==> src/rtl/affine_forward_pixel_mapper_core_macros.svh <==
// Assertion macros shared by the affine forward pixel mapper RTL.
`ifndef AFFINE_FORWARD_PIXEL_MAPPER_CORE_MACROS_SVH
`define AFFINE_FORWARD_PIXEL_MAPPER_CORE_MACROS_SVH

// Same-cycle implication, disabled while reset is asserted.
`define AFPM_ASSERT_IMP(label, clk, rst_n, ante, cons) \
  label: assert property (@(posedge clk) disable iff (!rst_n) (ante) |-> (cons)) \
    else $error("afpm: same-cycle check failed");

// Implication with a fixed delay in cycles, disabled while reset is asserted.
`define AFPM_ASSERT_DLY(label, clk, rst_n, ante, n, cons) \
  label: assert property (@(posedge clk) disable iff (!rst_n) (ante) |-> ##n (cons)) \
    else $error("afpm: delayed check failed");

`endif

==> src/rtl/afpm_pkg.sv <==
// Package with the types and constants of the affine forward pixel mapper.
package afpm_pkg;

  localparam int COORD_W   = 11;
  localparam int DIM_W     = 12;
  localparam int INDEX_W   = 22;
  localparam int COLOR_W   = 32;
  localparam int FIX_W     = 32;
  localparam int FRAC_BITS = 16;
  localparam int MAX_DIM   = 2048;
  localparam int CFG_IDX_W = 3;

  // Unsigned coordinate times signed step, then the sum of three terms.
  localparam int PROD_W = COORD_W + 1 + FIX_W;
  localparam int SUM_W  = PROD_W + 2;
  localparam int RND_W  = SUM_W + 1;
  localparam int MAG_W  = RND_W - FRAC_BITS;
  localparam int PIX_W  = COORD_W + DIM_W;

  localparam logic signed [RND_W-1:0] HALF = RND_W'(1) <<< (FRAC_BITS - 1);
  localparam logic [DIM_W-1:0] MAX_DIM_V = DIM_W'(MAX_DIM);

  localparam int QUEUE_DEPTH = 2;

  typedef enum logic [CFG_IDX_W-1:0] {
    REG_ORIGIN_X     = 3'd0,
    REG_ORIGIN_Y     = 3'd1,
    REG_COL_STEP_X   = 3'd2,
    REG_COL_STEP_Y   = 3'd3,
    REG_ROW_STEP_X   = 3'd4,
    REG_ROW_STEP_Y   = 3'd5,
    REG_SCREEN_W     = 3'd6,
    REG_SCREEN_H     = 3'd7
  } cfg_idx_e;

  typedef struct packed {
    logic signed [FIX_W-1:0] origin_x;
    logic signed [FIX_W-1:0] origin_y;
    logic signed [FIX_W-1:0] col_step_x;
    logic signed [FIX_W-1:0] col_step_y;
    logic signed [FIX_W-1:0] row_step_x;
    logic signed [FIX_W-1:0] row_step_y;
    logic [DIM_W-1:0]        width;
    logic [DIM_W-1:0]        height;
  } cfg_t;

  typedef struct packed {
    logic signed [PROD_W-1:0] prod_cx;
    logic signed [PROD_W-1:0] prod_cy;
    logic signed [PROD_W-1:0] prod_rx;
    logic signed [PROD_W-1:0] prod_ry;
    logic [COLOR_W-1:0]       color;
  } item_t;

  typedef struct packed {
    logic full;
    logic empty;
  } qstat_t;

endpackage

==> src/rtl/afpm_front.sv <==
// Front end: takes pixel requests and forms the four step products.
module afpm_front
  import afpm_pkg::*;
(
  input  logic               clk_i,
  input  logic               rst_ni,
  input  logic               start,
  output logic               busy,
  input  logic [COORD_W-1:0] src_x_i,
  input  logic [COORD_W-1:0] src_y_i,
  input  logic [COLOR_W-1:0] pixel_color_i,
  input  cfg_t               cfg_i,
  input  qstat_t             qstat_i,
  output logic               push_o,
  output item_t              item_o
);

  logic  valid_q;
  item_t item_q;
  item_t item_d;
  logic  accept;
  logic signed [COORD_W:0] sx_s, sy_s;

  assign busy   = valid_q && qstat_i.full;
  assign accept = start && !busy;
  assign push_o = valid_q && !qstat_i.full;
  assign item_o = item_q;

  assign sx_s = $signed({1'b0, src_x_i});
  assign sy_s = $signed({1'b0, src_y_i});

  always_comb begin
    item_d.prod_cx = PROD_W'(sx_s) * PROD_W'(cfg_i.col_step_x);
    item_d.prod_cy = PROD_W'(sx_s) * PROD_W'(cfg_i.col_step_y);
    item_d.prod_rx = PROD_W'(sy_s) * PROD_W'(cfg_i.row_step_x);
    item_d.prod_ry = PROD_W'(sy_s) * PROD_W'(cfg_i.row_step_y);
    item_d.color   = pixel_color_i;
  end

  always_ff @(posedge clk_i or negedge rst_ni) begin
    if (!rst_ni) begin
      valid_q <= 1'b0;
    end else if (accept) begin
      valid_q <= 1'b1;
    end else if (push_o) begin
      valid_q <= 1'b0;
    end
  end

  always_ff @(posedge clk_i) begin
    if (accept) begin
      item_q <= item_d;
    end
  end

endmodule

==> config.mk <==
export PLATFORM = sky130hd
export DESIGN_NAME = afpm_front
export DESIGN_NICKNAME = d
export VERILOG_FILES = /design/src/rtl/affine_forward_pixel_mapper_core_macros.svh /design/src/rtl/afpm_pkg.sv /design/src/rtl/afpm_front.sv
export SDC_FILE = /design/constraint.sdc
export NUM_CORES = 2
export LEC_CHECK = 0
export ABC_AREA = 1
export BUFFER_PORTS_ARGS = -buffer_cell sky130_fd_sc_hd__buf_4
export CELL_PAD_IN_SITES_DETAIL_PLACEMENT = 0
export CELL_PAD_IN_SITES_GLOBAL_PLACEMENT = 1
export CORE_ASPECT_RATIO = 0.7
export CORE_MARGIN = 10
export CORE_UTILIZATION = 47
export DETAILED_ROUTE_END_ITERATION = 8
export MAX_ROUTING_LAYER = met4
export PLACE_DENSITY = 0.88
export SYNTH_ARGS = -nofsm -noshare
export SYNTH_HDL_FRONTEND = slang
export SYNTH_SLANG_ARGS = --single-unit
==> constraint.sdc <==
create_clock -name clk_i -period 11.9 [get_ports clk_i]
set_clock_uncertainty 0.2 [all_clocks]
set_input_delay 0.595 -clock clk_i [delete_from_list [all_inputs] [get_ports clk_i]]
set_output_delay 0.595 -clock clk_i [all_outputs]
set_load 0.005 [all_outputs]
==> results.yml <==
status:
  status: "finished clean"
worst_setup_path:
  cp_cell_sequence: "buf_4, nand2_1, fa_1, inv_1, fa_1, inv_1, fa_1, fa_1, fa_1, inv_1, ha_1, inv_1, nor3_1, nand2_1, nor2_1, nand3_1, nand4_1, nand2_1"
  crit_arrival_ns: 6.32
  slowest_stage: "buf_4"
  critPathCaptureType: "register"
  crit_fanout: 64
  r2r-end: "item_o[18]"
  rr_worst_depth: 6
  critPathRequiredTime_ns: 12.06
  rrSetupSlack_ns: 8.49
  cp-start-kind: "input port"
  worst_path_most_repeated_cell: "fa_1"
  rr_startpoint: "valid_q"
  path_class: "input port to register"
  cpPeakStageDelay_ns: 0.68
drt:
  antenna_left: 0
  wire_per_inst_um: 17.6
  met2_length_mm: 73.3
  wl_mm: 172
  m1WireLength_mm: 80.3
  vias_per_cell: 4.95
  drtIter0Drc: 3991
  top_layer: "met4"
  dr_wl_met3_mm: 15.5
  drc: 0
  dr.pass1.iters: 6
  via_count: 48400
timing:
  rsz0062_at_grt: "no"
  slew_headroom_pct: 35.5
  setup_tns_ns: 0
  fin_crit_sh_pct: 51.8
  max_freq_mhz: 162
  tightestPinTransition_ns: 0.967
  final-hold-violation-count: 0
  slew_viol_final: 0
  setup_viol: 0
  finalCriticalPeriod_ns: 6.16
cts:
  clockRootBuffer: "clkbuf_16"
  clock-sinks: 209
  cts_htree_levels: 1
  postCtsSetupBuffers: 0
  cts.path.max_buffers: 3
  tritoncts: "yes"
  clk_latency_ns: 0.60
  clk_pin_slew_worst_paths_ns: 0.07
  numCtsBuffers: 26
  hold_buffers: 35
  ctsResizeCount: 0
grt:
  antenna_found_initial: 19
  grt_remaining_overflow: 0
  grt_util_all_layers_pct: 25.3
  grt_pass1_vias: 50500
  grt_max_degree: 65
  grt_pass1_wl_mm: 281
logic_synthesis:
  synth_cells: 7909
  yosysWarnings: 0
  yosysTopAreaCellShare_pct: 40.9
  synth-edff-count: 208
  yosys-top-cells-area: "fa_1 41%, nand2_1 17%, inv_1 15%"
  yosysTopAreaCell: "fa_1"
  synthArstFlopShare_pct: 0.478
  synth_ff_type: "edfxtp_1"
  ys_types: 36
  postSynthAreaPerCell_um2: 7.55
  synthesis.nets: 9780
  synth_seq_cells: 209
  ys_seq_area_share_pct: 10.5
  syn_area_um2: 59700
die:
  rows: 109
  die_h_um: 318
  start_util_pct: 47.3
  fp.dieW_um: 446
  core_area_um2: 126000
  dieArea_um2: 142000
  io-pin-count: 485
layout:
  nets: 9960
  final_layout_size_suffix_gt1_share_pct: 6.75
  synthToLayoutAreaGrowth_pct: 8.90
  register_area_um2: 6270
  multi_input_area_um2: 43600
  fillers: 12200
placement:
  io_buffers: 395
  gp_congestion: 0.956
  dp_hpwl_mm: 140
flow_run:
  maxCapViolCount: 0
hold_path:
  hp-class: "input port to async pin"
registers in the layout, indices dropped and copies added (netlist names):
signal,count
item_o,208
valid_q,1
cells by family after synthesis:
logic type	count (synthesis)	synth area share, %
adders and majority gates	1596	48.8
DFF	209	10.5
AOI/OAI and AO/OA	157	1.56
and+or+nand+nor	3230	21.4
buffers and inverters	2630	16.5
xor gates and xnor gates	87	1.28
placed cells by master (no fill, tap or decap), drive strengths merged:
cell         synthesis  routed
nand2             2671    2671
inv               2347    2353
fa                1220    1220
buf                 32     399
ha                 376     376
nor2               309     309
edfxtp             208     208
nand3              181     181
a21oi              116     116
xor2                71      71
nand4               43      43
dlygate4sd3          0      35
clkbuf             250      30
o21bai              23      23
nor3                17      17
diode                0      16
xnor2               16      16
o21ai                9       9
nand3b               6       6
o21a                 5       5
bufinv               0       4
clkinv               1       4
a21o                 3       3
clkinvlp             0       2
nor3b                1       1
a31oi                1       1
or2                  1       1
and2                 1       1
dfrtp                1       1
layer usage:
| metal | vias up | global-route usage [%] |
|---|---|---|
| met5 | - | - |
| met4 | 0 | 4.68 |
| met3 | 174 | 4.70 |
| met2 | 1881 | 36.5 |
| met1 | 23800 | 37.4 |
| li1 | 22600 | - |
critical path, delay by kind of cell:
kind	cells	cell delay (ns)
adder cells (fa/ha/maj)	6	3.15
buffers and inverters	5	1.14
AND/OR/NAND/NOR	7	1.41
cells in the mapped netlist (all sizes together) (3+ instances only):
master,number
clkbuf,250
nand3b,6
a21o,3
nand4,43
nand2,2671
fa,1220
inv,2347
o21bai,23
buf,32
o21a,5
edfxtp,208
a21oi,116
xor2,71
o21ai,9
xnor2,16
nand3,181
ha,376
nor3,17
nor2,309
how the worst max path moves through the flow:
stage,startpoint,end,slack (ns),depth (start not counted)
after detailed placement,src_y_i[3],item_o[75],5.24,20
after floorplan,qstat_i[1],item_o[0],1.52,3
after global routing,src_x_i[3],item_o[161],5.60,20
after CTS,src_y_i[3],item_o[75],5.91,18
after global placement,src_y_i[3],item_o[75],5.32,20
final,src_y_i[3],item_o[75],5.74,18
per-stage QoR:
step	hold slack (ns)	cells	util (%)	cell area (um2)	setup WS [ns]
3_3_place_gp	0.170	9691	50.5	63800	5.32
5_1_grt	0.0631	9787	51.5	65100	5.60
4_1_cts	0.0509	9771	51.5	65000	5.91
3_5_place_dp	0.171	9691	50.5	63800	5.24
6_report	0.0941	9787	51.5	65100	5.74
2_1_floorplan	0.0994	7909	-	59700	1.52
layout make-up:
type,count,share of cell area (%)
diodes,16,0.0615
inverters,2348,13.5
well taps,1665,3.20
multi-input cells,5070,67.0
clock inverters,15,0.325
clock buffers,30,1.06
repair buffers,434,5.14
flip-flops and latches,209,9.64
Power is left out: the tool's default activity adds up to more than one toggle a clock period on the data nets, which glitch-free logic cannot reach.
