**config.mk**
```make
export PLATFORM = sky130hd
export DESIGN_NAME = afpm_cfg
export DESIGN_NICKNAME = d
export VERILOG_FILES = /design/src/rtl/affine_forward_pixel_mapper_core_macros.svh /design/src/rtl/afpm_pkg.sv /design/src/rtl/afpm_cfg.sv
export SDC_FILE = /design/constraint.sdc
export NUM_CORES = 1
export LEC_CHECK = 0
export BUFFER_PORTS_ARGS = -buffer_cell sky130_fd_sc_hd__buf_2
export CAP_MARGIN = 15
export CORE_MARGIN = 2
export CORE_UTILIZATION = 53
export CTS_BUF_LIST = sky130_fd_sc_hd__clkbuf_4
export DETAILED_ROUTE_END_ITERATION = 7
export GPL_TIMING_DRIVEN = 0
export PLACE_DENSITY = 0.78
export SLEW_MARGIN = 20
export SYNTH_ARGS = -nofsm -noshare
export SYNTH_HDL_FRONTEND = slang
export SYNTH_SLANG_ARGS = --single-unit
```
**constraint.sdc**
```tcl
create_clock -name clk_i -period 1.2 [get_ports clk_i]
set_input_delay 0.12 -clock clk_i [delete_from_list [all_inputs] [get_ports clk_i]]
set_output_delay 0.12 -clock clk_i [all_outputs]
set_load 0.02 [all_outputs]
```
**src/rtl/affine_forward_pixel_mapper_core_macros.svh**
```systemverilog
// Assertion macros shared by the affine forward pixel mapper RTL.
`ifndef AFFINE_FORWARD_PIXEL_MAPPER_CORE_MACROS_SVH
`define AFFINE_FORWARD_PIXEL_MAPPER_CORE_MACROS_SVH

// Same-cycle implication, disabled while reset is asserted.
`define AFPM_ASSERT_IMP(label, clk, rst_n, ante, cons) \
  label: assert property (@(posedge clk) disable iff (!rst_n) (ante) |-> (cons)) \
    else $error("afpm: same-cycle check failed");

// Implication with a fixed delay in cycles, disabled while reset is asserted.
`define AFPM_ASSERT_DLY(label, clk, rst_n, ante, n, cons) \
  label: assert property (@(posedge clk) disable iff (!rst_n) (ante) |-> ##n (cons)) \
    else $error("afpm: delayed check failed");

`endif

```
**src/rtl/afpm_pkg.sv**
```systemverilog
// Package with the types and constants of the affine forward pixel mapper.
package afpm_pkg;

  localparam int COORD_W   = 11;
  localparam int DIM_W     = 12;
  localparam int INDEX_W   = 22;
  localparam int COLOR_W   = 32;
  localparam int FIX_W     = 32;
  localparam int FRAC_BITS = 16;
  localparam int MAX_DIM   = 2048;
  localparam int CFG_IDX_W = 3;

  // Unsigned coordinate times signed step, then the sum of three terms.
  localparam int PROD_W = COORD_W + 1 + FIX_W;
  localparam int SUM_W  = PROD_W + 2;
  localparam int RND_W  = SUM_W + 1;
  localparam int MAG_W  = RND_W - FRAC_BITS;
  localparam int PIX_W  = COORD_W + DIM_W;

  localparam logic signed [RND_W-1:0] HALF = RND_W'(1) <<< (FRAC_BITS - 1);
  localparam logic [DIM_W-1:0] MAX_DIM_V = DIM_W'(MAX_DIM);

  localparam int QUEUE_DEPTH = 2;

  typedef enum logic [CFG_IDX_W-1:0] {
    REG_ORIGIN_X     = 3'd0,
    REG_ORIGIN_Y     = 3'd1,
    REG_COL_STEP_X   = 3'd2,
    REG_COL_STEP_Y   = 3'd3,
    REG_ROW_STEP_X   = 3'd4,
    REG_ROW_STEP_Y   = 3'd5,
    REG_SCREEN_W     = 3'd6,
    REG_SCREEN_H     = 3'd7
  } cfg_idx_e;

  typedef struct packed {
    logic signed [FIX_W-1:0] origin_x;
    logic signed [FIX_W-1:0] origin_y;
    logic signed [FIX_W-1:0] col_step_x;
    logic signed [FIX_W-1:0] col_step_y;
    logic signed [FIX_W-1:0] row_step_x;
    logic signed [FIX_W-1:0] row_step_y;
    logic [DIM_W-1:0]        width;
    logic [DIM_W-1:0]        height;
  } cfg_t;

  typedef struct packed {
    logic signed [PROD_W-1:0] prod_cx;
    logic signed [PROD_W-1:0] prod_cy;
    logic signed [PROD_W-1:0] prod_rx;
    logic signed [PROD_W-1:0] prod_ry;
    logic [COLOR_W-1:0]       color;
  } item_t;

  typedef struct packed {
    logic full;
    logic empty;
  } qstat_t;

endpackage

```
**src/rtl/afpm_cfg.sv**
```systemverilog
// Configuration register file of the affine forward pixel mapper.
module afpm_cfg
  import afpm_pkg::*;
(
  input  logic                 clk_i,
  input  logic                 rst_ni,
  input  logic                 cfg_valid_i,
  output logic                 cfg_ready_o,
  input  logic [CFG_IDX_W-1:0] cfg_index_i,
  input  logic [FIX_W-1:0]     cfg_data_i,
  output cfg_t                 cfg_o
);

  logic signed [FIX_W-1:0] origin_x_q, origin_y_q;
  logic signed [FIX_W-1:0] col_step_x_q, col_step_y_q;
  logic signed [FIX_W-1:0] row_step_x_q, row_step_y_q;
  logic [DIM_W-1:0]        screen_w_q, screen_h_q;

  assign cfg_ready_o = 1'b1;

  always_ff @(posedge clk_i or negedge rst_ni) begin
    if (!rst_ni) begin
      origin_x_q   <= '0;
      origin_y_q   <= '0;
      col_step_x_q <= FIX_W'(65536);
      col_step_y_q <= '0;
      row_step_x_q <= '0;
      row_step_y_q <= FIX_W'(65536);
      screen_w_q   <= DIM_W'(640);
      screen_h_q   <= DIM_W'(480);
    end else if (cfg_valid_i) begin
      unique case (cfg_idx_e'(cfg_index_i))
        REG_ORIGIN_X:   origin_x_q   <= cfg_data_i;
        REG_ORIGIN_Y:   origin_y_q   <= cfg_data_i;
        REG_COL_STEP_X: col_step_x_q <= cfg_data_i;
        REG_COL_STEP_Y: col_step_y_q <= cfg_data_i;
        REG_ROW_STEP_X: row_step_x_q <= cfg_data_i;
        REG_ROW_STEP_Y: row_step_y_q <= cfg_data_i;
        REG_SCREEN_W:   screen_w_q   <= cfg_data_i[DIM_W-1:0];
        REG_SCREEN_H:   screen_h_q   <= cfg_data_i[DIM_W-1:0];
        default: ;
      endcase
    end
  end

  always_comb begin
    cfg_o.origin_x   = origin_x_q;
    cfg_o.origin_y   = origin_y_q;
    cfg_o.col_step_x = col_step_x_q;
    cfg_o.col_step_y = col_step_y_q;
    cfg_o.row_step_x = row_step_x_q;
    cfg_o.row_step_y = row_step_y_q;
    // Sizes above the largest supported frame saturate.
    cfg_o.width  = (screen_w_q > MAX_DIM_V) ? MAX_DIM_V : screen_w_q;
    cfg_o.height = (screen_h_q > MAX_DIM_V) ? MAX_DIM_V : screen_h_q;
  end

endmodule

```
==> impl_results.md <==
* Status: complete, but fails checks
* Failing checks: hold timing, setup timing
* Worst vdd ir at approximately 1400 uV
* Final antenna-violating net count at 0
* Initial cell density of the core at a little over half
* Non-filler cells, final at 1233
* Clock transition at path regs at 0.08 ns
* Mapped Cells at 495
* Crit Path Class: reg2out
* Vias in the first global route at 7153
* Sw Ratio at 33.61%
* Arrival @ worst endpoint at roughly 1.5 ns
* Port Buffer Count at between 200 and 250
* Via Count at 6508
* Die Wd at 129.3 um
* Post-route cell area at 13850 um2
* Largest net degree at the start of global routing at 98
* Ys async rst share at 100.0%
* Fin util at 90.74%
* Most numerous cell on the critical path: buf_4
* Sequential share of power at 37.9%
* Final setup TNS at -34.82 ns
* Post-synthesis sequential area ratio at ~65%
* Post-synth EDFFs at 0
* Antenna violations before repair at 1
* Placed cell count at between 900 and 1000
* GRT overflow at 0
* Synthesis Warnings at 0
* Core area at approximately 15000 um2
* Worst Skew at 0 ns
* Hold Vio Cnt, Final at 42
* Worst setup margin at -0.4543 ns
* Area share of the largest cell type after synthesis at a little over three fifths
* Hold Path Class: in2async
* Leak at between 6 and 7 nW
* CP max stage cell: dfrtp_1
* Post-placement cell area at around 10000 um2
* Startpoint Class: register
* Fmax achieved at roughly 600 MHz
* Vias per cell at ~5.3
* Post-synthesis register bit count at 216
* Final Slew Violations at 0
* # DRC at 0
* Die span in y at between 100 and 150 um
* Cell area after synthesis at approximately 8300 um2
* Setup violations, final at 245
* Clock power frac at a little under a quarter
* Crit path max fanout at 3
* Share of cells above drive strength 1 at approximately 73%
* Clk_lat worst skew at roughly 0.65 ns
* First-pass GRT wire length at 40.68 mm
* Psw at between 9 and 10 mW
* Nets at between 1000 and 1500
* Die ar. at ~17000 um2
* Hpwl dp at roughly 14 mm
* Pint at 18.08 mW
* Iter 0 DRT Violations at 431
* Logic pwr share at just under 40%
* Gp weighted congestion at ~0.84
* RSZ-0062 raised after global routing: true
* Crit share post-route at 137.9%
* Final hold slack at -0.04786 ns
* Post-Route WL at 29.45 mm
* Hold bufs inserted after CTS at 42
* Cell breakdown of the critical path: buf_4 -> nor2b_1 -> buf_4
* Nature of the critical path endpoint: output pin
* Site Rows at 45
* Largest stage delay, worst path at roughly 0.40 ns
* Gr usage total at 32.50%
* Root Driver: clkbuf_4
* Max-cap violations at 0
* Mapped Nets at between 500 and 600
* Required @ worst endpoint at approximately 1.1 ns
* Max Root-Sink Buffers at 3
* Area grow syn2layout at 66.36%
* Top cell type by total area after synthesis: dfrtp_1
* PD cells at roughly 2000 nW/um2
* Fillers at 496
* CTS buffer count at 54
* Most used flip-flop cell after synthesis: dfrtp_1
* Area contributors post-synth: dfrtp_1 (63%), mux2_2 (27%), dfstp_2 (2.5%)
* Initial DRT Pass Iterations at 4
* Total Power at 27.23 mW
* IO Pins at 255
* WL/cell at 23.89 um
* CTS tree: yes
* Average cell area after synthesis at roughly 17 um2
* H-Tree Depth at 2
* Tmin final at about 1.7 ns
* Clock Sinks at around 220
* Number of distinct library cells after synthesis at 17
[cell usage after synthesis (2+ instances only)]
cell type  count
buf_2         12
buf_4          3
buf_6         12
clkbuf_1       4
dfrtp_1      208
dfstp_2        8
mux2_1        12
mux2_2       202
mux2_4         2
nand4b_1       3
nor2b_1       22
nor4bb_1       2
[area by class of cell]
| class | count | area, um2 | area share, % |
|---|---|---|---|
| antenna | 1 | 2.502 | 0.01807 |
| buffer | 32 | 331.6 | 2.395 |
| clock buffer | 82 | 615.6 | 4.446 |
| clock inverter | 10 | 37.54 | 0.2711 |
| multi-input combinational | 247 | 3075 | 22.21 |
| sequential | 216 | 5415 | 39.11 |
| tap | 211 | 264.0 | 1.907 |
| timing repair buffer | 434 | 4104 | 29.64 |
[registers in the layout, indices dropped and copies added (netlist names)]
signal        flops
screen_h_q       12
row_step_x_q     32
col_step_x_q     32
row_step_y_q     32
col_step_y_q     32
origin_y_q       32
screen_w_q       12
origin_x_q       32
[cell usage in the layout, fill, tap and decap left out, drive strengths merged, types with 2 or more instances in the layout]
| cell | n |
|---|---|
| mux2 | 216 |
| dfstp | 8 |
| dlymetal6s4s | 3 |
| clkinv | 9 |
| nor4bb | 2 |
| nor2b | 22 |
| buf | 422 |
| dlygate4sd3 | 39 |
| clkbuf | 84 |
| dfrtp | 208 |
| nand4b | 3 |
[kinds of logic after synthesis]
group	Yosys count	synth area share [%]
buf+inv	32	2.856
flops	216	65.06
mux	216	29.31
other cells	1	0.04506
simple gates	30	2.721
[routing by layer]
metal  part of all wire [%]  global-route usage, %  vias up
met5                      0                      0        -
met4                    4.1                  16.37        0
met3                    6.4                  8.505       93
met2                     53                  56.50      319
met1                     36                  37.24     3357
li1                       -                      -     2739
[critical path: cells and delay by family (launching register included)]
kind / cells / cell delay [ns]
DFF: 1 / 0.40
buffers and inverters: 2 / 0.32
and+or+nand+nor: 1 / 0.14
[power groups by stage]
stage / sequential (mW) / combinational (mW) / clock (mW)
floorplan: 11.6 / 2.33 / 0
global placement: 9.79 / 6.46 / 0
detailed placement: 9.89 / 6.62 / 0
CTS: 10.1 / 9.47 / 6.05
global route: 10.4 / 11.0 / 6.72
finish: 10.3 / 10.6 / 6.30
[final timing paths]
path                                 start               end  slack (ns)  depth (start not counted)
max                         screen_h_q[11]          cfg_o[0]       -0.45                          3
min                                 rst_ni  col_step_x_q[14]       -0.05                          2
max reg2reg                col_step_y_q[5]   col_step_y_q[5]        0.11                          3
min reg2reg                  screen_h_q[2]     screen_h_q[2]        0.50                          1
max in group asynchronous           rst_ni     screen_h_q[5]        0.40                          3
min in group clk_i             cfg_valid_i     origin_x_q[0]        0.10                          4
[what timing repair did]
item                                    4_1_cts  5_1_grt
buffers inserted                             79       62
endpoints found under the setup margin      216      299
pin swaps                                     0        1
resized for setup                           428       34
gates cloned                                  0        0
endpoints found under the hold margin       426       38
[stage by stage]
| step | hold WS (ns) | setup WS (ns) |
|---|---|---|
| after floorplan | -0.1756 | -0.08725 |
| after global placement | 0.4066 | -3.278 |
| after detailed placement | 0.03965 | -0.3004 |
| after CTS | -0.08626 | -0.4601 |
| after global routing | -0.04086 | -0.5100 |
| final | -0.04786 | -0.4543 |
Power figures use the tool's default switching activity.
