<file path="config.mk">
export PLATFORM = sky130hd
export DESIGN_NAME = afpm_queue
export DESIGN_NICKNAME = d
export VERILOG_FILES = /design/src/rtl/affine_forward_pixel_mapper_core_macros.svh /design/src/rtl/afpm_pkg.sv /design/src/rtl/afpm_queue.sv
export SDC_FILE = /design/constraint.sdc
export NUM_CORES = 1
export LEC_CHECK = 0
export ABC_AREA = 1
export BUFFER_PORTS_ARGS = -buffer_cell sky130_fd_sc_hd__buf_2
export CORE_ASPECT_RATIO = 1.75
export CORE_MARGIN = 2
export CORE_UTILIZATION = 47
export DETAILED_ROUTE_END_ITERATION = 10
export PLACE_DENSITY = 0.76
export SKIP_LAST_GASP = 1
export SYNTH_ARGS = -nofsm -noshare
export SYNTH_HDL_FRONTEND = slang
export SYNTH_SLANG_ARGS = --single-unit
</file>
<file path="constraint.sdc">
create_clock -name clk_i -period 9.1 [get_ports clk_i]
set_input_delay 0.91 -clock clk_i [delete_from_list [all_inputs] [get_ports clk_i]]
set_output_delay 0.91 -clock clk_i [all_outputs]
set_load 0.03 [all_outputs]
</file>
<file path="src/rtl/affine_forward_pixel_mapper_core_macros.svh">
// Assertion macros shared by the affine forward pixel mapper RTL.
`ifndef AFFINE_FORWARD_PIXEL_MAPPER_CORE_MACROS_SVH
`define AFFINE_FORWARD_PIXEL_MAPPER_CORE_MACROS_SVH

// Same-cycle implication, disabled while reset is asserted.
`define AFPM_ASSERT_IMP(label, clk, rst_n, ante, cons) \
  label: assert property (@(posedge clk) disable iff (!rst_n) (ante) |-> (cons)) \
    else $error("afpm: same-cycle check failed");

// Implication with a fixed delay in cycles, disabled while reset is asserted.
`define AFPM_ASSERT_DLY(label, clk, rst_n, ante, n, cons) \
  label: assert property (@(posedge clk) disable iff (!rst_n) (ante) |-> ##n (cons)) \
    else $error("afpm: delayed check failed");

`endif

</file>
<file path="src/rtl/afpm_pkg.sv">
// Package with the types and constants of the affine forward pixel mapper.
package afpm_pkg;

  localparam int COORD_W   = 11;
  localparam int DIM_W     = 12;
  localparam int INDEX_W   = 22;
  localparam int COLOR_W   = 32;
  localparam int FIX_W     = 32;
  localparam int FRAC_BITS = 16;
  localparam int MAX_DIM   = 2048;
  localparam int CFG_IDX_W = 3;

  // Unsigned coordinate times signed step, then the sum of three terms.
  localparam int PROD_W = COORD_W + 1 + FIX_W;
  localparam int SUM_W  = PROD_W + 2;
  localparam int RND_W  = SUM_W + 1;
  localparam int MAG_W  = RND_W - FRAC_BITS;
  localparam int PIX_W  = COORD_W + DIM_W;

  localparam logic signed [RND_W-1:0] HALF = RND_W'(1) <<< (FRAC_BITS - 1);
  localparam logic [DIM_W-1:0] MAX_DIM_V = DIM_W'(MAX_DIM);

  localparam int QUEUE_DEPTH = 2;

  typedef enum logic [CFG_IDX_W-1:0] {
    REG_ORIGIN_X     = 3'd0,
    REG_ORIGIN_Y     = 3'd1,
    REG_COL_STEP_X   = 3'd2,
    REG_COL_STEP_Y   = 3'd3,
    REG_ROW_STEP_X   = 3'd4,
    REG_ROW_STEP_Y   = 3'd5,
    REG_SCREEN_W     = 3'd6,
    REG_SCREEN_H     = 3'd7
  } cfg_idx_e;

  typedef struct packed {
    logic signed [FIX_W-1:0] origin_x;
    logic signed [FIX_W-1:0] origin_y;
    logic signed [FIX_W-1:0] col_step_x;
    logic signed [FIX_W-1:0] col_step_y;
    logic signed [FIX_W-1:0] row_step_x;
    logic signed [FIX_W-1:0] row_step_y;
    logic [DIM_W-1:0]        width;
    logic [DIM_W-1:0]        height;
  } cfg_t;

  typedef struct packed {
    logic signed [PROD_W-1:0] prod_cx;
    logic signed [PROD_W-1:0] prod_cy;
    logic signed [PROD_W-1:0] prod_rx;
    logic signed [PROD_W-1:0] prod_ry;
    logic [COLOR_W-1:0]       color;
  } item_t;

  typedef struct packed {
    logic full;
    logic empty;
  } qstat_t;

endpackage

</file>
<file path="src/rtl/afpm_queue.sv">
// Short FIFO that decouples the front end from the back end.
module afpm_queue
  import afpm_pkg::*;
#(
  parameter int DEPTH = QUEUE_DEPTH
) (
  input  logic   clk_i,
  input  logic   rst_ni,
  input  logic   push_i,
  input  item_t  item_i,
  input  logic   pop_i,
  output item_t  item_o,
  output qstat_t qstat_o
);

  localparam int PTR_W = (DEPTH > 1) ? $clog2(DEPTH) : 1;
  localparam int CNT_W = $clog2(DEPTH + 1);
  localparam logic [PTR_W-1:0] LAST = PTR_W'(DEPTH - 1);

  item_t            mem_q [DEPTH];
  logic [PTR_W-1:0] wr_ptr_q, rd_ptr_q;
  logic [CNT_W-1:0] count_q;

  assign qstat_o.full  = (count_q == CNT_W'(DEPTH));
  assign qstat_o.empty = (count_q == '0);
  assign item_o        = mem_q[rd_ptr_q];

  always_ff @(posedge clk_i or negedge rst_ni) begin
    if (!rst_ni) begin
      wr_ptr_q <= '0;
      rd_ptr_q <= '0;
      count_q  <= '0;
    end else begin
      if (push_i) begin
        wr_ptr_q <= (wr_ptr_q == LAST) ? '0 : wr_ptr_q + 1'b1;
      end
      if (pop_i) begin
        rd_ptr_q <= (rd_ptr_q == LAST) ? '0 : rd_ptr_q + 1'b1;
      end
      case ({push_i, pop_i})
        2'b10:   count_q <= count_q + 1'b1;
        2'b01:   count_q <= count_q - 1'b1;
        default: count_q <= count_q;
      endcase
    end
  end

  always_ff @(posedge clk_i) begin
    if (push_i) begin
      mem_q[wr_ptr_q] <= item_i;
    end
  end

endmodule

</file>
==> results of run 1 <==
-- state kept, by name, summed over array words and instances (netlist names) --
register and count:
wr_ptr_q 1, mem_q 416, count_q 2, rd_ptr_q 1
-- final cells by class --
class                      instances  area [um2]
clock inverter                    18         118
tap                              405         507
clock buffer                      50        1060
timing repair buffer             429        2170
inverter                         214         811
multi-input combinational        430        1910
sequential                       420       12600
fill                            2596       13600
antenna                           12        30.0
-- cell usage after synthesis --
cell type / count
edfxtp_1: 416
dfrtp_1: 4
buf_4: 16
nand3_1: 1
o21ai_1: 74
clkbuf_1: 19
o21ai_0: 134
xnor2_1: 1
buf_2: 11
nand2_1: 213
xor2_1: 2
ha_1: 1
inv_1: 214
nor2_1: 3
nand4_1: 1
-- worst register-to-register path, stage by stage (launching register included) --
cell and delay (ns):
dfrtp_1 0.42, nand2_1 0.16, inv_8 0.70, buf_4 0.90
-- power by group through the flow --
stage | Sequential (W) | Combinational, W | Clock [W]
5_1_grt | 0.00276 | 0.00260 | 0.00161
6_report | 0.00271 | 0.00242 | 0.00150
2_1_floorplan | 0.00275 | 0.00176 | 0
4_1_cts | 0.00272 | 0.00244 | 0.00154
3_5_place_dp | 0.00276 | 0.00243 | 0
3_3_place_gp | 0.00274 | 0.00240 | 0
-- metrics by stage --
step           setup slack (ns)   util
3_3_place_gp               5.64  0.548
5_1_grt                    4.77  0.585
4_1_cts                    5.05  0.584
2_1_floorplan              2.29      -
6_report                   5.05  0.585
3_5_place_dp               5.61  0.548
-- layer usage --
| layer | vias up | global-route usage | part of all wire |
|---|---|---|---|
| met3 | 101 | 0.0499 | 0.070 |
| met4 | 10 | 0.111 | 0.049 |
| met2 | 361 | 0.339 | 0.54 |
| met1 | 4480 | 0.187 | 0.34 |
| li1 | 4614 | - | - |
| met5 | - | 0 | 0.0023 |
-- kinds of logic (layout without fill, tap and decap cells) --
kind of cell / Yosys count / in the layout
compound gates: 208 / 208
fa+ha+maj: 1 / 1
other cells: 0 / 12
simple gates: 218 / 218
buf+inv: 260 / 711
xor+xnor: 3 / 3
flops: 420 / 420
-- how the worst max path moves through the flow --
stage / start / to / cells after the start
final: rd_ptr_q$_DFFE_PN0P_ / item_o[177] / 3
after global routing: rd_ptr_q$_DFFE_PN0P_ / item_o[177] / 3
after CTS: rd_ptr_q$_DFFE_PN0P_ / item_o[177] / 3
after detailed placement: rd_ptr_q$_DFFE_PN0P_ / item_o[177] / 3
after global placement: rd_ptr_q$_DFFE_PN0P_ / item_o[177] / 3
after floorplan: push_i / mem_q[0][0]$_DFFE_PP_ / 2
==> summary.txt, run 1 <==
Floorplan
  • IO Count: 422
  • Initial Util: 0.474
  • Die width: 141 um
  • Die height: 245 um
  • Core area: 32800 um2
  • Site row count: 88
  • Die ar.: 34600 um2

Placement
  • DP Area: 18000 um2
  • Count of input and output buffers: 421
  • Gp weighted congestion: 0.802
  • Cells after DPL: 1898
  • HPWL Detailed: 22700 um

Power
  • Combinational power share: 0.365
  • Net Sw Frac: 0.400
  • Cell Pwr Density: 346 nW/um2
  • Final Power: 0.00664 W
  • Worst IR Drop VDD: 234 uV
  • Flop pwr share: 0.409
  • Leak: 8.18 nW
  • Clock power frac: 0.226
  • Switching power: 0.00266 W
  • Int Power: 0.00398 W

Finish
  • Layout cells sized above 1: 0.310
  • Post-route insts no fill: 1978
  • Nets@finish: 1746
  • Fin area: 19200 um2
  • P&R area growth vs syn: 23.5%
  • Most frequent cells in the layout: 421 x buf_2, 416 x edfxtp_1, 213 x inv_1, 213 x nand2_1, 134 x o21ai_0
  • Commonest non-fill, non-tap cell in the layout: buf_2

Logic synthesis
  • Largest family of logic cells by synthesized area: buffers and inverters
  • Top cell type's share of synthesized area: 0.804
  • Post-synthesis compound-gate area fraction: 0.0670
  • Average size of a mapped cell: 14.0 um2
  • Netlist cell types: 15
  • Post-Synth Adder-Cell Area: 0.000805
  • Mapped cell area: 15500 um2
  • Register area share after synthesis: 0.810
  • Xor/xnor share of the synthesized area: 0.00169
  • Top post-synthesis cells by area: edfxtp_1 80%, inv_1 5.2%, nand2_1 5.1%, o21ai_0 4.3%, o21ai_1 2.4%
  • Post-synthesis simple-gate area fraction: 0.0529
  • Yosys top cell by area: edfxtp_1
  • Mux share of post-synthesis cell area: 0
  • Syn. warnings: 0
  • Post-Synthesis Cells: 1110
  • Post-synthesis register bit count: 420
  • Mapped Nets: 1323

Worst setup path
  • CP Cell Sequence: buf_4, o21ai_0, buf_2
  • Crit start category: flip-flop
  • Crit path max fanout: 117
  • Critical path class: flip-flop to primary output
  • Crit path largest cell delay: 0.99 ns
  • Worst Reg-to-Reg Cells: 3
  • Worst setup EP type: primary output
  • R2R setup slack: 6.48 ns
  • FF-to-FF Start: wr_ptr_q$_DFFE_PN0P_
  • CP arrival: 3.14 ns
  • Critical Path RT: 8.19 ns
  • RR Endpoint: mem_q[1][70]$_DFFE_PP_
  • Bufs and invs on worst path: 2
  • Slowest CP cell: dfrtp_4
  • Family with the most delay on the worst path: buffers and inverters

Route
  • Initial DRC count: 458
  • Post-route ant nets: 0
  • Via count: 9566
  • DR WL/cell: 16.8 um
  • First-pass detailed-route iteration total: 5
  • WL final: 33200 um
  • Via density: 4.84
  • DRC: 0

Timing
  • Min Tclk post-route: 4.05 ns
  • Tightest Pin Transition: 1.08 ns
  • Final clock skew: 0.0122 ns
  • Final hold slack: 0.194 ns
  • RSZ-0062 raised after global routing: false
  • Final setup TNS: 0 ns
  • # setup viols final: 0
  • Slew headroom: 0.280
  • Crit share post-route: 0.445
  • Achievable clock frequency: 247 MHz
  • Fin. max-slew vios: 0
  • Final hold vios: 0

CTS
  • H-tree Lvls: 2
  • Hold Buf Count CTS: 0
  • Max clock buf depth: 3
  • CTS Buf Count: 38
  • Sink Count: 420
  • Clock transition at the registers of the reported paths: 0.06 ns
  • Clock Latency Late Sink: 0.52 ns
  • Post-CTS Repair Setup Buffers: 0
  • Post-cts sizing count: 0
  • TritonCTS clock tree: yes
  • Root cell of the clock tree: clkbuf_16

Run status
  • Status: complete, no violations

Global routing
  • Initial antenna violation count: 18
  • Global-route wire length before repair: 49400 um
  • GR Overflow Total: 0
  • GRT Util Overall: 0.186
  • Largest net degree at the start of global routing: 145
  • Vias in the first global route: 9766

Job
  • Maxcap violations: 0

Hold path
  • Hold Path Class: primary input to asynchronous set/reset pin
(Power assumes the default switching activity.)
==> run 2: changes to the inputs <==
==> constraint.sdc (replaced) <==
create_clock -name clk_i -period 3.6 [get_ports clk_i]
set_input_delay 0.36 -clock clk_i [delete_from_list [all_inputs] [get_ports clk_i]]
set_output_delay 0.36 -clock clk_i [all_outputs]
set_load 0.03 [all_outputs]
==> run 2 against run 1 <==
Wire length rose by 3.6%. Non-clock buffer count rose by 42. Sequential share of layout area fell by 1.5 points. Via count rose by 1.3%. Sequential power rose to 2.5 times the previous value. Clock skew rose by 0.0067 ns. Count of clock-buffer cells in the layout fell by 7. Cell area rose by 2.4%. Clock power rose by 150%. Critical path depth rose by 1. Largest cell class unchanged.
==> summary.txt, run 2 (synthesis results as in run 1) <==
Run status
  • Status: complete, no violations

Worst setup path
  • Crit path max fanout: 76
  • Critical path class: flip-flop to primary output
  • Worst setup EP type: primary output
  • Bufs and invs on worst path: 2
  • Crit start category: flip-flop
  • Slowest CP cell: dfrtp_4
  • CP Cell Sequence: buf_12, nand2_1, o21ai_0, buf_2
  • CP arrival: 2.37 ns
  • Critical Path RT: 3.24 ns
  • Crit path largest cell delay: 0.94 ns
  • Family with the most delay on the worst path: flip-flops

Timing
  • Min Tclk post-route: 2.73 ns
  • # setup viols final: 0
  • Final clock skew: 0.0189 ns
  • Achievable clock frequency: 367 MHz
  • Slew headroom: 0.478
  • Crit share post-route: 0.758
  • Fin. max-slew vios: 0
  • Tightest Pin Transition: 0.783 ns
  • Final hold vios: 0
  • RSZ-0062 raised after global routing: false

Global routing
  • Initial antenna violation count: 17
  • Largest net degree at the start of global routing: 108
  • GR Overflow Total: 0
  • GRT Util Overall: 0.193
  • Global-route wire length before repair: 50700 um
  • Vias in the first global route: 9706

CTS
  • Max clock buf depth: 3
  • Hold Buf Count CTS: 31
  • Root cell of the clock tree: clkbuf_16
  • Post-cts sizing count: 0
  • Clock Latency Late Sink: 0.53 ns
  • H-tree Lvls: 2
  • CTS Buf Count: 37
  • Clock transition at the registers of the reported paths: 0.07 ns
  • TritonCTS clock tree: yes
  • Post-CTS Repair Setup Buffers: 0
  • Sink Count: 420

Placement
  • HPWL Detailed: 23800 um
  • Gp weighted congestion: 0.834
  • DP Area: 18200 um2
  • Count of input and output buffers: 421

Finish
  • Layout cells sized above 1: 0.312
  • Most frequent cells in the layout: 421 x buf_2, 416 x edfxtp_1, 213 x inv_1
  • Largest Register: mem_q
  • P&R area growth vs syn: 26.5%
  • Fin area: 19700 um2
  • Top flop regs: mem_q (416), count_q (2)
  • Max reg flops: 416
  • Nets@finish: 1787
  • Commonest non-fill, non-tap cell in the layout: buf_2

Floorplan
  • Core area: 32800 um2
  • Die height: 245 um
  • Site row count: 88
  • Die width: 141 um
  • Initial Util: 0.474
  • Die ar.: 34600 um2
  • IO Count: 422

Power
  • Worst IR Drop VDD: 639 uV
  • Combinational power share: 0.376
  • Int Power: 0.0101 W
  • Net Sw Frac: 0.401
  • Clock power frac: 0.220
  • Cell Pwr Density: 861 nW/um2
  • Leak: 8.38 nW
  • Flop pwr share: 0.404
  • Switching power: 0.00679 W
  • Final Power: 0.0169 W

Route
  • DRC: 0
  • Via count: 9693
  • First-pass detailed-route iteration total: 5
  • WL final: 34500 um
  • Post-route ant nets: 0
  • Via density: 4.80
  • DR WL/cell: 17.1 um
  • Initial DRC count: 636

Hold path
  • Hold Path Class: primary input to flip-flop

Job
  • Maxcap violations: 0
[run 2: path summary, 6_finish.rpt]
path	from	end	slack (ns)	cells past startpoint
worst min-delay path	item_i[159]	mem_q[0][159]$_DFFE_PP_	0.03	1
max in group asynchronous	rst_ni	rd_ptr_q$_DFFE_PN0P_	3.27	2
worst min register to register	count_q[1]$_DFFE_PN0P_	count_q[1]$_DFFE_PN0P_	0.53	2
worst max register to register	wr_ptr_q$_DFFE_PN0P_	mem_q[1][15]$_DFFE_PP_	1.52	3
worst max-delay path	rd_ptr_q$_DFFE_PN0P_	item_o[14]	0.87	4
min in group asynchronous	rst_ni	wr_ptr_q$_DFFE_PN0P_	0.18	2
[run 2: final cells by class]
cell class	count	area [um2]
Fill cell	2468	13200
Sequential cell	420	12600
Timing Repair Buffer	471	2660
Multi-Input combinational cell	430	1910
Clock buffer	43	968
Inverter	214	807
Tap cell	405	507
Clock inverter	21	168
Antenna cell	15	37.5
[run 2: per-stage QoR]
step,utilization,hold WS [ns],setup slack [ns],TNS [ns],std cells
finish,0.599,0.0290,0.873,0,2019
global route,0.599,0.00320,0.692,0,2017
CTS,0.598,0.000494,0.846,0,2004
detailed placement,0.554,0.173,1.40,0,1909
global placement,0.554,0.172,1.43,0,1909
floorplan,-,0.0644,-0.388,-149.53,1110
[run 2: metal layers]
layer / global-route usage / part of all wire
met4: 0.123 / 0.063
met3: 0.0423 / 0.065
met1: 0.201 / 0.35
met5: 0 / 0
met2: 0.348 / 0.53
[run 2: power by group through the flow]
stage | combinational [W] | sequential [W] | clock (W)
6_report | 0.00637 | 0.00683 | 0.00373
5_1_grt | 0.00681 | 0.00692 | 0.00398
4_1_cts | 0.00641 | 0.00684 | 0.00383
3_5_place_dp | 0.00635 | 0.00695 | 0
3_3_place_gp | 0.00627 | 0.00689 | 0
2_1_floorplan | 0.00445 | 0.00686 | 0
